### config.mk
export PLATFORM = sky130hd
export DESIGN_NAME = calendar_date_advance_unit
export DESIGN_NICKNAME = d
export VERILOG_FILES = /design/src/hw/rtl/cdau_pkg.sv /design/src/hw/rtl/cdau_ctrl.sv /design/src/hw/rtl/cdau_dp.sv /design/src/hw/rtl/calendar_date_advance_unit.sv
export SDC_FILE = /design/constraint.sdc
export NUM_CORES = 1
export LEC_CHECK = 0
export BUFFER_PORTS_ARGS = -buffer_cell sky130_fd_sc_hd__clkbuf_2
export CAP_MARGIN = 15
export CORE_ASPECT_RATIO = 0.8
export CORE_MARGIN = 2
export CORE_UTILIZATION = 31
export DETAILED_ROUTE_END_ITERATION = 10
export PLACE_DENSITY = 0.55
export SYNTH_ARGS = -nofsm -noshare
export SYNTH_HDL_FRONTEND = slang
export SYNTH_SLANG_ARGS = --single-unit
export TNS_END_PERCENT = 5
### constraint.sdc
create_clock -name i_clk -period 10.1 [get_ports i_clk]
set_clock_uncertainty 0.15 [all_clocks]
set_input_delay 0 -clock i_clk [delete_from_list [all_inputs] [get_ports i_clk]]
set_output_delay 0 -clock i_clk [all_outputs]
set_load 0.005 [all_outputs]
### src/hw/rtl/cdau_pkg.sv
package cdau_pkg;

    localparam logic        ACT_LOAD  = 1'b0;
    localparam logic        ACT_ADV   = 1'b1;
    localparam logic [3:0]  M_JAN     = 4'd1;
    localparam logic [3:0]  M_FEB     = 4'd2;
    localparam logic [3:0]  M_DEC     = 4'd12;
    localparam logic [8:0]  Y400_TOP  = 9'd399;
    localparam logic [8:0]  Y100      = 9'd100;
    localparam logic [8:0]  Y200      = 9'd200;
    localparam logic [8:0]  Y300      = 9'd300;
    // ceil(2^35 / 25): exact x / 25 for any 32-bit x after >> 35
    localparam logic [31:0] DIV25_MUL = 32'h51EB851F;

    typedef enum logic [2:0] {
        S_IDLE,
        S_MOD,
        S_LFIX,
        S_ADV,
        S_PUSH
    } t_state;

    typedef struct packed {
        logic take_load;
        logic take_adv;
        logic mod_step;
        logic load_fix;
        logic adv_step;
        logic out_load;
    } t_cmd;

    typedef struct packed {
        logic cnt_zero;
        logic adv_done;
        logic out_free;
    } t_sts;

    function automatic logic [4:0] month_len(input logic [3:0] m, input logic lp);
        logic [4:0] n;
        case (m)
            4'd1, 4'd3, 4'd5, 4'd7, 4'd8, 4'd10, 4'd12: n = 5'd31;
            4'd4, 4'd6, 4'd9, 4'd11:                     n = 5'd30;
            M_FEB:                                       n = lp ? 5'd29 : 5'd28;
            default:                                     n = 5'd31;
        endcase
        return n;
    endfunction

endpackage

### src/hw/rtl/cdau_ctrl.sv
module cdau_ctrl
    import cdau_pkg::*;
(
    input  logic i_clk,
    input  logic i_rst_n,
    input  logic i_valid,
    input  logic i_action,
    input  t_sts i_sts,
    output logic o_ready,
    output t_cmd o_cmd
);

    t_state r_state;
    t_state n_state;
    logic   accept;

    assign accept = i_valid && (r_state == S_IDLE);

    always_ff @(posedge i_clk) begin
        if (!i_rst_n) begin
            r_state <= S_IDLE;
        end else begin
            r_state <= n_state;
        end
    end

    always_comb begin
        n_state = r_state;
        case (r_state)
            S_IDLE: begin
                if (accept) begin
                    n_state = (i_action == ACT_LOAD) ? S_MOD : S_ADV;
                end
            end
            S_MOD: begin
                if (i_sts.cnt_zero) begin
                    n_state = S_LFIX;
                end
            end
            S_LFIX: n_state = S_PUSH;
            S_ADV: begin
                if (i_sts.adv_done) begin
                    n_state = S_PUSH;
                end
            end
            S_PUSH: begin
                if (i_sts.out_free) begin
                    n_state = S_IDLE;
                end
            end
            default: n_state = S_IDLE;
        endcase
    end

    always_comb begin
        o_ready = 1'b0;
        o_cmd   = '0;
        case (r_state)
            S_IDLE: begin
                o_ready          = 1'b1;
                o_cmd.take_load  = accept && (i_action == ACT_LOAD);
                o_cmd.take_adv   = accept && (i_action == ACT_ADV);
            end
            S_MOD:   o_cmd.mod_step = 1'b1;
            S_LFIX:  o_cmd.load_fix = 1'b1;
            S_ADV:   o_cmd.adv_step = 1'b1;
            S_PUSH:  o_cmd.out_load = i_sts.out_free;
            default: o_ready = 1'b0;
        endcase
    end

endmodule

### src/hw/rtl/cdau_dp.sv
module cdau_dp
    import cdau_pkg::*;
#(
    parameter int YEAR_BITS    = 16,
    parameter int ADVANCE_BITS = 16
) (
    input  logic                    i_clk,
    input  logic                    i_rst_n,
    input  t_cmd                    i_cmd,
    input  logic [4:0]              i_day,
    input  logic [3:0]              i_month,
    input  logic [YEAR_BITS-1:0]    i_year,
    input  logic [ADVANCE_BITS-1:0] i_adv,
    input  logic                    i_out_ready,
    output t_sts                    o_sts,
    output logic                    o_out_valid,
    output logic [4:0]              o_day,
    output logic [3:0]              o_month,
    output logic [YEAR_BITS-1:0]    o_year,
    output logic                    o_leap,
    output logic                    o_unset,
    output logic                    o_ovf
);

    localparam int DW = ADVANCE_BITS + 1;

    logic [4:0]           r_day;
    logic [3:0]           r_month;
    logic [YEAR_BITS-1:0] r_year;
    logic [8:0]           r_y400;
    logic [DW-1:0]        r_d;
    logic                 r_mod_ph;
    logic [23:0]          r_q;
    logic                 r_ovf;
    logic                 r_out_valid;

    logic                 leap;
    logic [4:0]           len;
    logic                 unset;
    logic                 month_ok;
    logic                 step_needed;
    logic [31:0]          year32;
    logic [58:0]          q_prod;
    logic [31:0]          q_x400;
    logic [31:0]          y_rem;

    // year mod 400 tracked alongside the year; leap needs no divider
    assign leap     = (r_year[1:0] == 2'b00) &&
                      (r_y400 != Y100) && (r_y400 != Y200) && (r_y400 != Y300);
    assign len      = month_len(r_month, leap);
    assign unset    = (r_day == 5'd0) && (r_month == 4'd0) && (r_year == '0);
    assign month_ok = (r_month >= M_JAN) && (r_month <= M_DEC);
    assign step_needed = !unset && month_ok && (r_d > DW'(len));

    // load: q = (year >> 4) / 25 by reciprocal multiply, then year - 400 * q
    assign year32 = 32'(r_year);
    assign q_prod = 59'(year32[31:4]) * 59'(DIV25_MUL);
    assign q_x400 = {r_q, 8'd0} + {1'b0, r_q, 7'd0} + {4'd0, r_q, 4'd0};
    assign y_rem  = year32 - q_x400;

    assign o_sts.cnt_zero = !r_mod_ph;
    assign o_sts.adv_done = !step_needed;
    assign o_sts.out_free = !r_out_valid || i_out_ready;
    assign o_out_valid    = r_out_valid;

    always_ff @(posedge i_clk) begin
        if (!i_rst_n) begin
            r_day   <= '0;
            r_month <= '0;
            r_year  <= '0;
            r_y400  <= '0;
        end else if (i_cmd.take_load) begin
            r_year  <= i_year;
            r_month <= ((i_month < M_JAN) || (i_month > M_DEC)) ? M_JAN : i_month;
            r_day   <= i_day;
            r_y400  <= '0;
        end else if (i_cmd.mod_step) begin
            if (!r_mod_ph) begin
                r_y400 <= y_rem[8:0];
            end
        end else if (i_cmd.load_fix) begin
            if (r_day > len) begin
                r_day <= 5'd1;
            end
        end else if (i_cmd.adv_step) begin
            if (step_needed) begin
                if (r_month == M_DEC) begin
                    r_month <= M_JAN;
                    if (r_year == '1) begin
                        r_year <= '0;
                        r_y400 <= '0;
                    end else begin
                        r_year <= r_year + YEAR_BITS'(1);
                        r_y400 <= (r_y400 == Y400_TOP) ? 9'd0 : r_y400 + 9'd1;
                    end
                end else begin
                    r_month <= r_month + 4'd1;
                end
            end else if (!unset && month_ok) begin
                r_day <= r_d[4:0];
            end
        end
    end

    always_ff @(posedge i_clk) begin
        if (i_cmd.take_load) begin
            r_mod_ph <= 1'b1;
            r_ovf    <= 1'b0;
        end else if (i_cmd.take_adv) begin
            r_d   <= DW'(r_day) + DW'(i_adv);
            r_ovf <= 1'b0;
        end else if (i_cmd.mod_step) begin
            r_mod_ph <= 1'b0;
            if (r_mod_ph) begin
                r_q <= q_prod[58:35];
            end
        end else if (i_cmd.adv_step && step_needed) begin
            r_d <= r_d - DW'(len);
            if ((r_month == M_DEC) && (r_year == '1)) begin
                r_ovf <= 1'b1;
            end
        end
    end

    always_ff @(posedge i_clk) begin
        if (!i_rst_n) begin
            r_out_valid <= 1'b0;
        end else if (i_cmd.out_load) begin
            r_out_valid <= 1'b1;
        end else if (i_out_ready) begin
            r_out_valid <= 1'b0;
        end
    end

    always_ff @(posedge i_clk) begin
        if (i_cmd.out_load) begin
            o_day   <= r_day;
            o_month <= r_month;
            o_year  <= r_year;
            o_leap  <= leap;
            o_unset <= unset;
            o_ovf   <= r_ovf;
        end
    end

endmodule

### src/hw/rtl/calendar_date_advance_unit.sv
// Load: mod 400 (quotient, then remainder), day fix, then push to o_m_axis_tvalid.
// Advance: months crossed one per cycle until the days fit the month, then push.
// Throughput: one request at a time; next request taken once the result sits in the
// output register, even while it waits for i_m_axis_tready.
// Reset: i_rst_n synchronous active low; clears the date to the unset date 0/0/0.
module calendar_date_advance_unit
    import cdau_pkg::*;
#(
    parameter int YEAR_BITS    = 16,
    parameter int ADVANCE_BITS = 16,
    localparam int IN_W        = ((9 + YEAR_BITS + ADVANCE_BITS + 7) / 8) * 8,
    localparam int OUT_W       = ((9 + YEAR_BITS + 7) / 8) * 8
) (
    input  logic                  i_clk,
    input  logic                  i_rst_n,
    input  logic                  i_s_axis_tvalid,
    output logic                  o_s_axis_tready,
    // day[4:0], month[8:5], year, advance_days, zero pad
    input  logic [IN_W-1:0]       i_s_axis_tdata,
    // action
    input  logic                  i_s_axis_tuser,
    output logic                  o_m_axis_tvalid,
    input  logic                  i_m_axis_tready,
    // day_out[4:0], month_out[8:5], year_out, zero pad
    output logic [OUT_W-1:0]      o_m_axis_tdata,
    // leap, is_unset, year_overflow
    output logic [2:0]            o_m_axis_tuser
);

    t_cmd                 cmd;
    t_sts                 sts;
    logic [4:0]           out_day;
    logic [3:0]           out_month;
    logic [YEAR_BITS-1:0] out_year;
    logic                 out_leap;
    logic                 out_unset;
    logic                 out_ovf;

    cdau_ctrl u_ctrl (
        .i_clk    (i_clk),
        .i_rst_n  (i_rst_n),
        .i_valid  (i_s_axis_tvalid),
        .i_action (i_s_axis_tuser),
        .i_sts    (sts),
        .o_ready  (o_s_axis_tready),
        .o_cmd    (cmd)
    );

    cdau_dp #(
        .YEAR_BITS    (YEAR_BITS),
        .ADVANCE_BITS (ADVANCE_BITS)
    ) u_dp (
        .i_clk       (i_clk),
        .i_rst_n     (i_rst_n),
        .i_cmd       (cmd),
        .i_day       (i_s_axis_tdata[4:0]),
        .i_month     (i_s_axis_tdata[8:5]),
        .i_year      (i_s_axis_tdata[9 +: YEAR_BITS]),
        .i_adv       (i_s_axis_tdata[9 + YEAR_BITS +: ADVANCE_BITS]),
        .i_out_ready (i_m_axis_tready),
        .o_sts       (sts),
        .o_out_valid (o_m_axis_tvalid),
        .o_day       (out_day),
        .o_month     (out_month),
        .o_year      (out_year),
        .o_leap      (out_leap),
        .o_unset     (out_unset),
        .o_ovf       (out_ovf)
    );

    assign o_m_axis_tdata = OUT_W'({out_year, out_month, out_day});
    assign o_m_axis_tuser = {out_ovf, out_unset, out_leap};

endmodule

==> key figures <==
Clock network
  • H-tree depth: 3
  • Cts bufs inserted: 9
  • Setup Buffers After CTS: 0
  • Clock latency on the worst-skew pair: 0.34 ns
  • CTS root buf: clkbuf_16
  • CTS Buffer Depth: 2
  • Clk slew on worst S/H paths: 0.07 ns
  • CTS tree: built
  • Clk sink count: 90

Synthesis
  • Post-synthesis mux area share: 0.981%
  • Synth top area share: 19.8%
  • Mapped Area: 10,200 um2
  • Gate Count Post-Synth: 1,100
  • FFs w/ async S/R, synth: 0%
  • Synth Area in Adders: 36.7%
  • Prevailing post-synth register cell: edfxtp_1
  • Leading area contributor after synthesis: fa_1
  • Synthesized area per cell: 9.28 um2
  • Largest family of logic cells by synthesized area: adder cells
  • Count of cell types in the netlist: 73
  • Simple-Gate Fraction of Synth Area: 13.2%
  • Sequential share of the synthesized area: 22.6%
  • FF+latch count, synth: 90
  • Top post-synthesis cells by area: fa_1, ha_1, edfxtp_1, dfxtp_1, inv_1
  • Post-synthesis compound-gate area fraction: 13.4%
  • Number of flops mapped to enable cells by yosys: 50
  • Ys Warns: 0
  • Post-Synth XOR/XNOR Area: 3.95%

Pwr
  • Leak: 5.49 nW
  • Overall Power: 2.92 mW
  • Pwr dens: 246 nW/um2
  • Clock power frac: 13.0%
  • Peak supply drop: 109 uV
  • Switching pwr: 1.43 mW
  • Switching portion of total power: 49.1%
  • Share of power burned in registers: 18.8%
  • Combinational cell fraction of total power: 68.2%
  • Internal Power: 1.49 mW

Global route
  • Gr usage total: 16.9%
  • Initial antenna violation count: 0
  • Global-route wire length before repair: 45.2 mm
  • Largest net degree at the start of global routing: 32
  • Total grt overflow: 0
  • Vias in the first global route: 8,013

STA
  • Achievable clock frequency: 0.162 GHz
  • Setup total negative slack: 0 ns
  • Worst slew pin tran: 1.06 ns
  • Setup violators final: 0
  • RSZ-0062 raised after global routing: false
  • Slew Viols, Final: 0
  • Tmin final: 6.18 ns
  • Fin Hold WS: -0.0130 ns
  • Hold Vio Cnt, Final: 1
  • Relative slew margins: 28.3%
  • Tcrit/Tclk final: 61.2%

Min path
  • Hold path cells: 3
  • Hold-critical path endpoint: u_dp.r_d[12]
  • Hold Startpoint: i_s_axis_tdata[37]
  • Hold Path Class: input port to flip-flop

Cells and area
  • Syn-to-layout area delta: 16.4%
  • ANT cells: 0
  • Fillers: 3,262
  • Share of layout cells above drive strength 1: 9.62%
  • Nets@finish: 1,513
  • Commonest non-fill, non-tap cell in the layout: inv_1
  • Most frequent cells in the layout: inv_1, ha_1, fa_1, clkbuf_2, nand2_1
  • Design area: 11,900 um2

Floorplanning
  • DIE WIDTH: 207 um
  • Die area: 34,400 um2
  • Die H: 166 um
  • Ports: 90
  • Core Area: 32,500 um2
  • Initial Utilization: 31.4%
  • Core Rows: 59

Worst setup path
  • CP Launch Type: flip-flop
  • CP Capture Type: flip-flop
  • Reg-to-Reg End: u_dp.r_q[4]
  • Cell mode on critical path: fa_1
  • R2r startpoint: u_dp.r_year[13]
  • Worst EP required: 10.03 ns
  • Flop-to-flop setup slack: 3.92 ns
  • Cell with the largest stage delay on the worst path: dfxtp_1
  • Max stage delay on crit path: 0.79 ns
  • CP cell instances: fa_1, inv_1, fa_1, fa_1, inv_1, fa_1, inv_1, fa_1, inv_1, ha_1, nand3_1, nor2_1, o21ai_0, a2111oi_0, a211oi_1, o21ai_0, xnor2_1
  • Cell count of the worst reg-to-reg path: 17
  • Worst EP arrival: 6.12 ns
  • CP Max Fanout: 13
  • Critical path type: flip-flop to flip-flop

Detailed routing
  • Routed Wire Length: 28.9 mm
  • Routed wirelength normalized by instance count: 17.5 um
  • Iter 0 DRT Violations: 590
  • Vias: 8,233
  • Pre-Repair DR Iteration Count: 8
  • DRC: 0
  • Post-DRT Antenna Nets: 0
  • Via-to-Cell Ratio: 4.98

Place
  • Port bufs: 75
  • Placed inst area: 11,000 um2
  • RePlAce Congestion: 0.893
  • Dpl hpwl: 23.8 mm

Run
  • Max-cap viol count: 0

Run status
  • Failing checks: hold timing
  • Outcome: finished with violations
critical path: cells and delay by family, from the launching register on:
kind	cells	cell delay, ns
adders and majority gates	6	2.91
buffers and inverters	4	0.35
xor gates and xnor gates	1	0.13
AOI/OAI and AO/OA	4	1.28
and+or+nand+nor	2	0.34
DFF	1	0.79
stage by stage:
| stage | instances | util (%) | setup slack [ns] |
|---|---|---|---|
| after floorplan | 1106 | - | 4.93 |
| after global placement | 1587 | 34.0 | 3.97 |
| after detailed placement | 1587 | 34.0 | 3.92 |
| after CTS | 1653 | 36.6 | 3.91 |
| after global routing | 1653 | 36.6 | 3.54 |
| final | 1653 | 36.6 | 3.92 |
cells in the mapped netlist (12+ instances only):
cell	instances
and3_1	18
fa_1	101
nand4_1	15
a211oi_1	12
nor2_1	66
o21ai_0	48
dfxtp_1	40
xor2_1	20
a21o_1	13
nor3_1	17
a21oi_1	63
edfxtp_1	50
nand3_1	27
xnor2_1	26
inv_1	207
nand2_1	71
clkbuf_1	14
ha_1	138
metal layers:
metal | track usage (%) | part of all wire (%)
met1 | 26.6 | 51
met2 | 25.3 | 43
met3 | 2.30 | 5.6
met4 | 1.63 | 0.45
met5 | 0 | 0
sequential cells by signal, indices dropped and copies added, names as in the netlist:
| name | cells |
|---|---|
| u_ctrl.r_state | 3 |
| u_dp.o_day | 5 |
| u_dp.o_leap | 1 |
| u_dp.o_month | 4 |
| u_dp.o_out_valid | 1 |
| u_dp.o_ovf | 1 |
| u_dp.o_unset | 1 |
| u_dp.o_year | 16 |
| u_dp.r_d | 17 |
| u_dp.r_day | 5 |
| u_dp.r_mod_ph | 1 |
| u_dp.r_month | 4 |
| u_dp.r_ovf | 1 |
| u_dp.r_q | 5 |
| u_dp.r_y400 | 9 |
| u_dp.r_year | 16 |
layout make-up:
class,count,area (um2),area share (%)
multi-input cells,781,7010,59.0
clock inverters,2,60.1,0.505
flip-flops and latches,90,2300,19.4
clock buffers,14,275,2.32
repair buffers,132,928,7.81
well taps,427,534,4.50
inverters,207,777,6.54
worst max path at each step:
| stage | from | end | slack (ns) |
|---|---|---|---|
| 6_report | u_dp.r_year[13] | u_dp.r_q[4] | 3.92 |
| 5_1_grt | u_dp.r_year[13] | u_dp.r_q[4] | 3.54 |
| 4_1_cts | u_dp.r_year[13] | u_dp.r_q[4] | 3.91 |
| 3_5_place_dp | u_dp.r_year[13] | u_dp.r_q[4] | 3.92 |
| 2_1_floorplan | u_dp.r_year[10] | u_dp.r_q[4] | 4.93 |
| 3_3_place_gp | u_dp.r_year[13] | u_dp.r_q[4] | 3.97 |
cells by family (layout without fill, tap and decap cells):
| kind of cell | after synthesis | in the layout |
|---|---|---|
| flip-flops | 90 | 90 |
| AND/OR/NAND/NOR | 270 | 270 |
| adder cells (fa/ha/maj) | 239 | 239 |
| AO/OA/AOI/OAI | 209 | 209 |
| XOR/XNOR | 46 | 46 |
| buffers and inverters | 235 | 355 |
| multiplexers | 10 | 10 |
| other | 1 | 7 |
power groups by stage:
stage | sequential, mW | combinational [mW] | clock [mW]
after floorplan | 0.518 | 1.45 | 0
after global placement | 0.554 | 1.93 | 0
after detailed placement | 0.554 | 1.96 | 0
after CTS | 0.546 | 2.00 | 0.390
after global routing | 0.557 | 2.29 | 0.398
final | 0.548 | 1.99 | 0.379
repair_timing:
action                    4_1_cts  5_1_grt
hold endpoints to repair       41        0
resized for setup               0        0
hold buffers                   50        0
No activity file was read; power rests on OpenSTA's default activity.
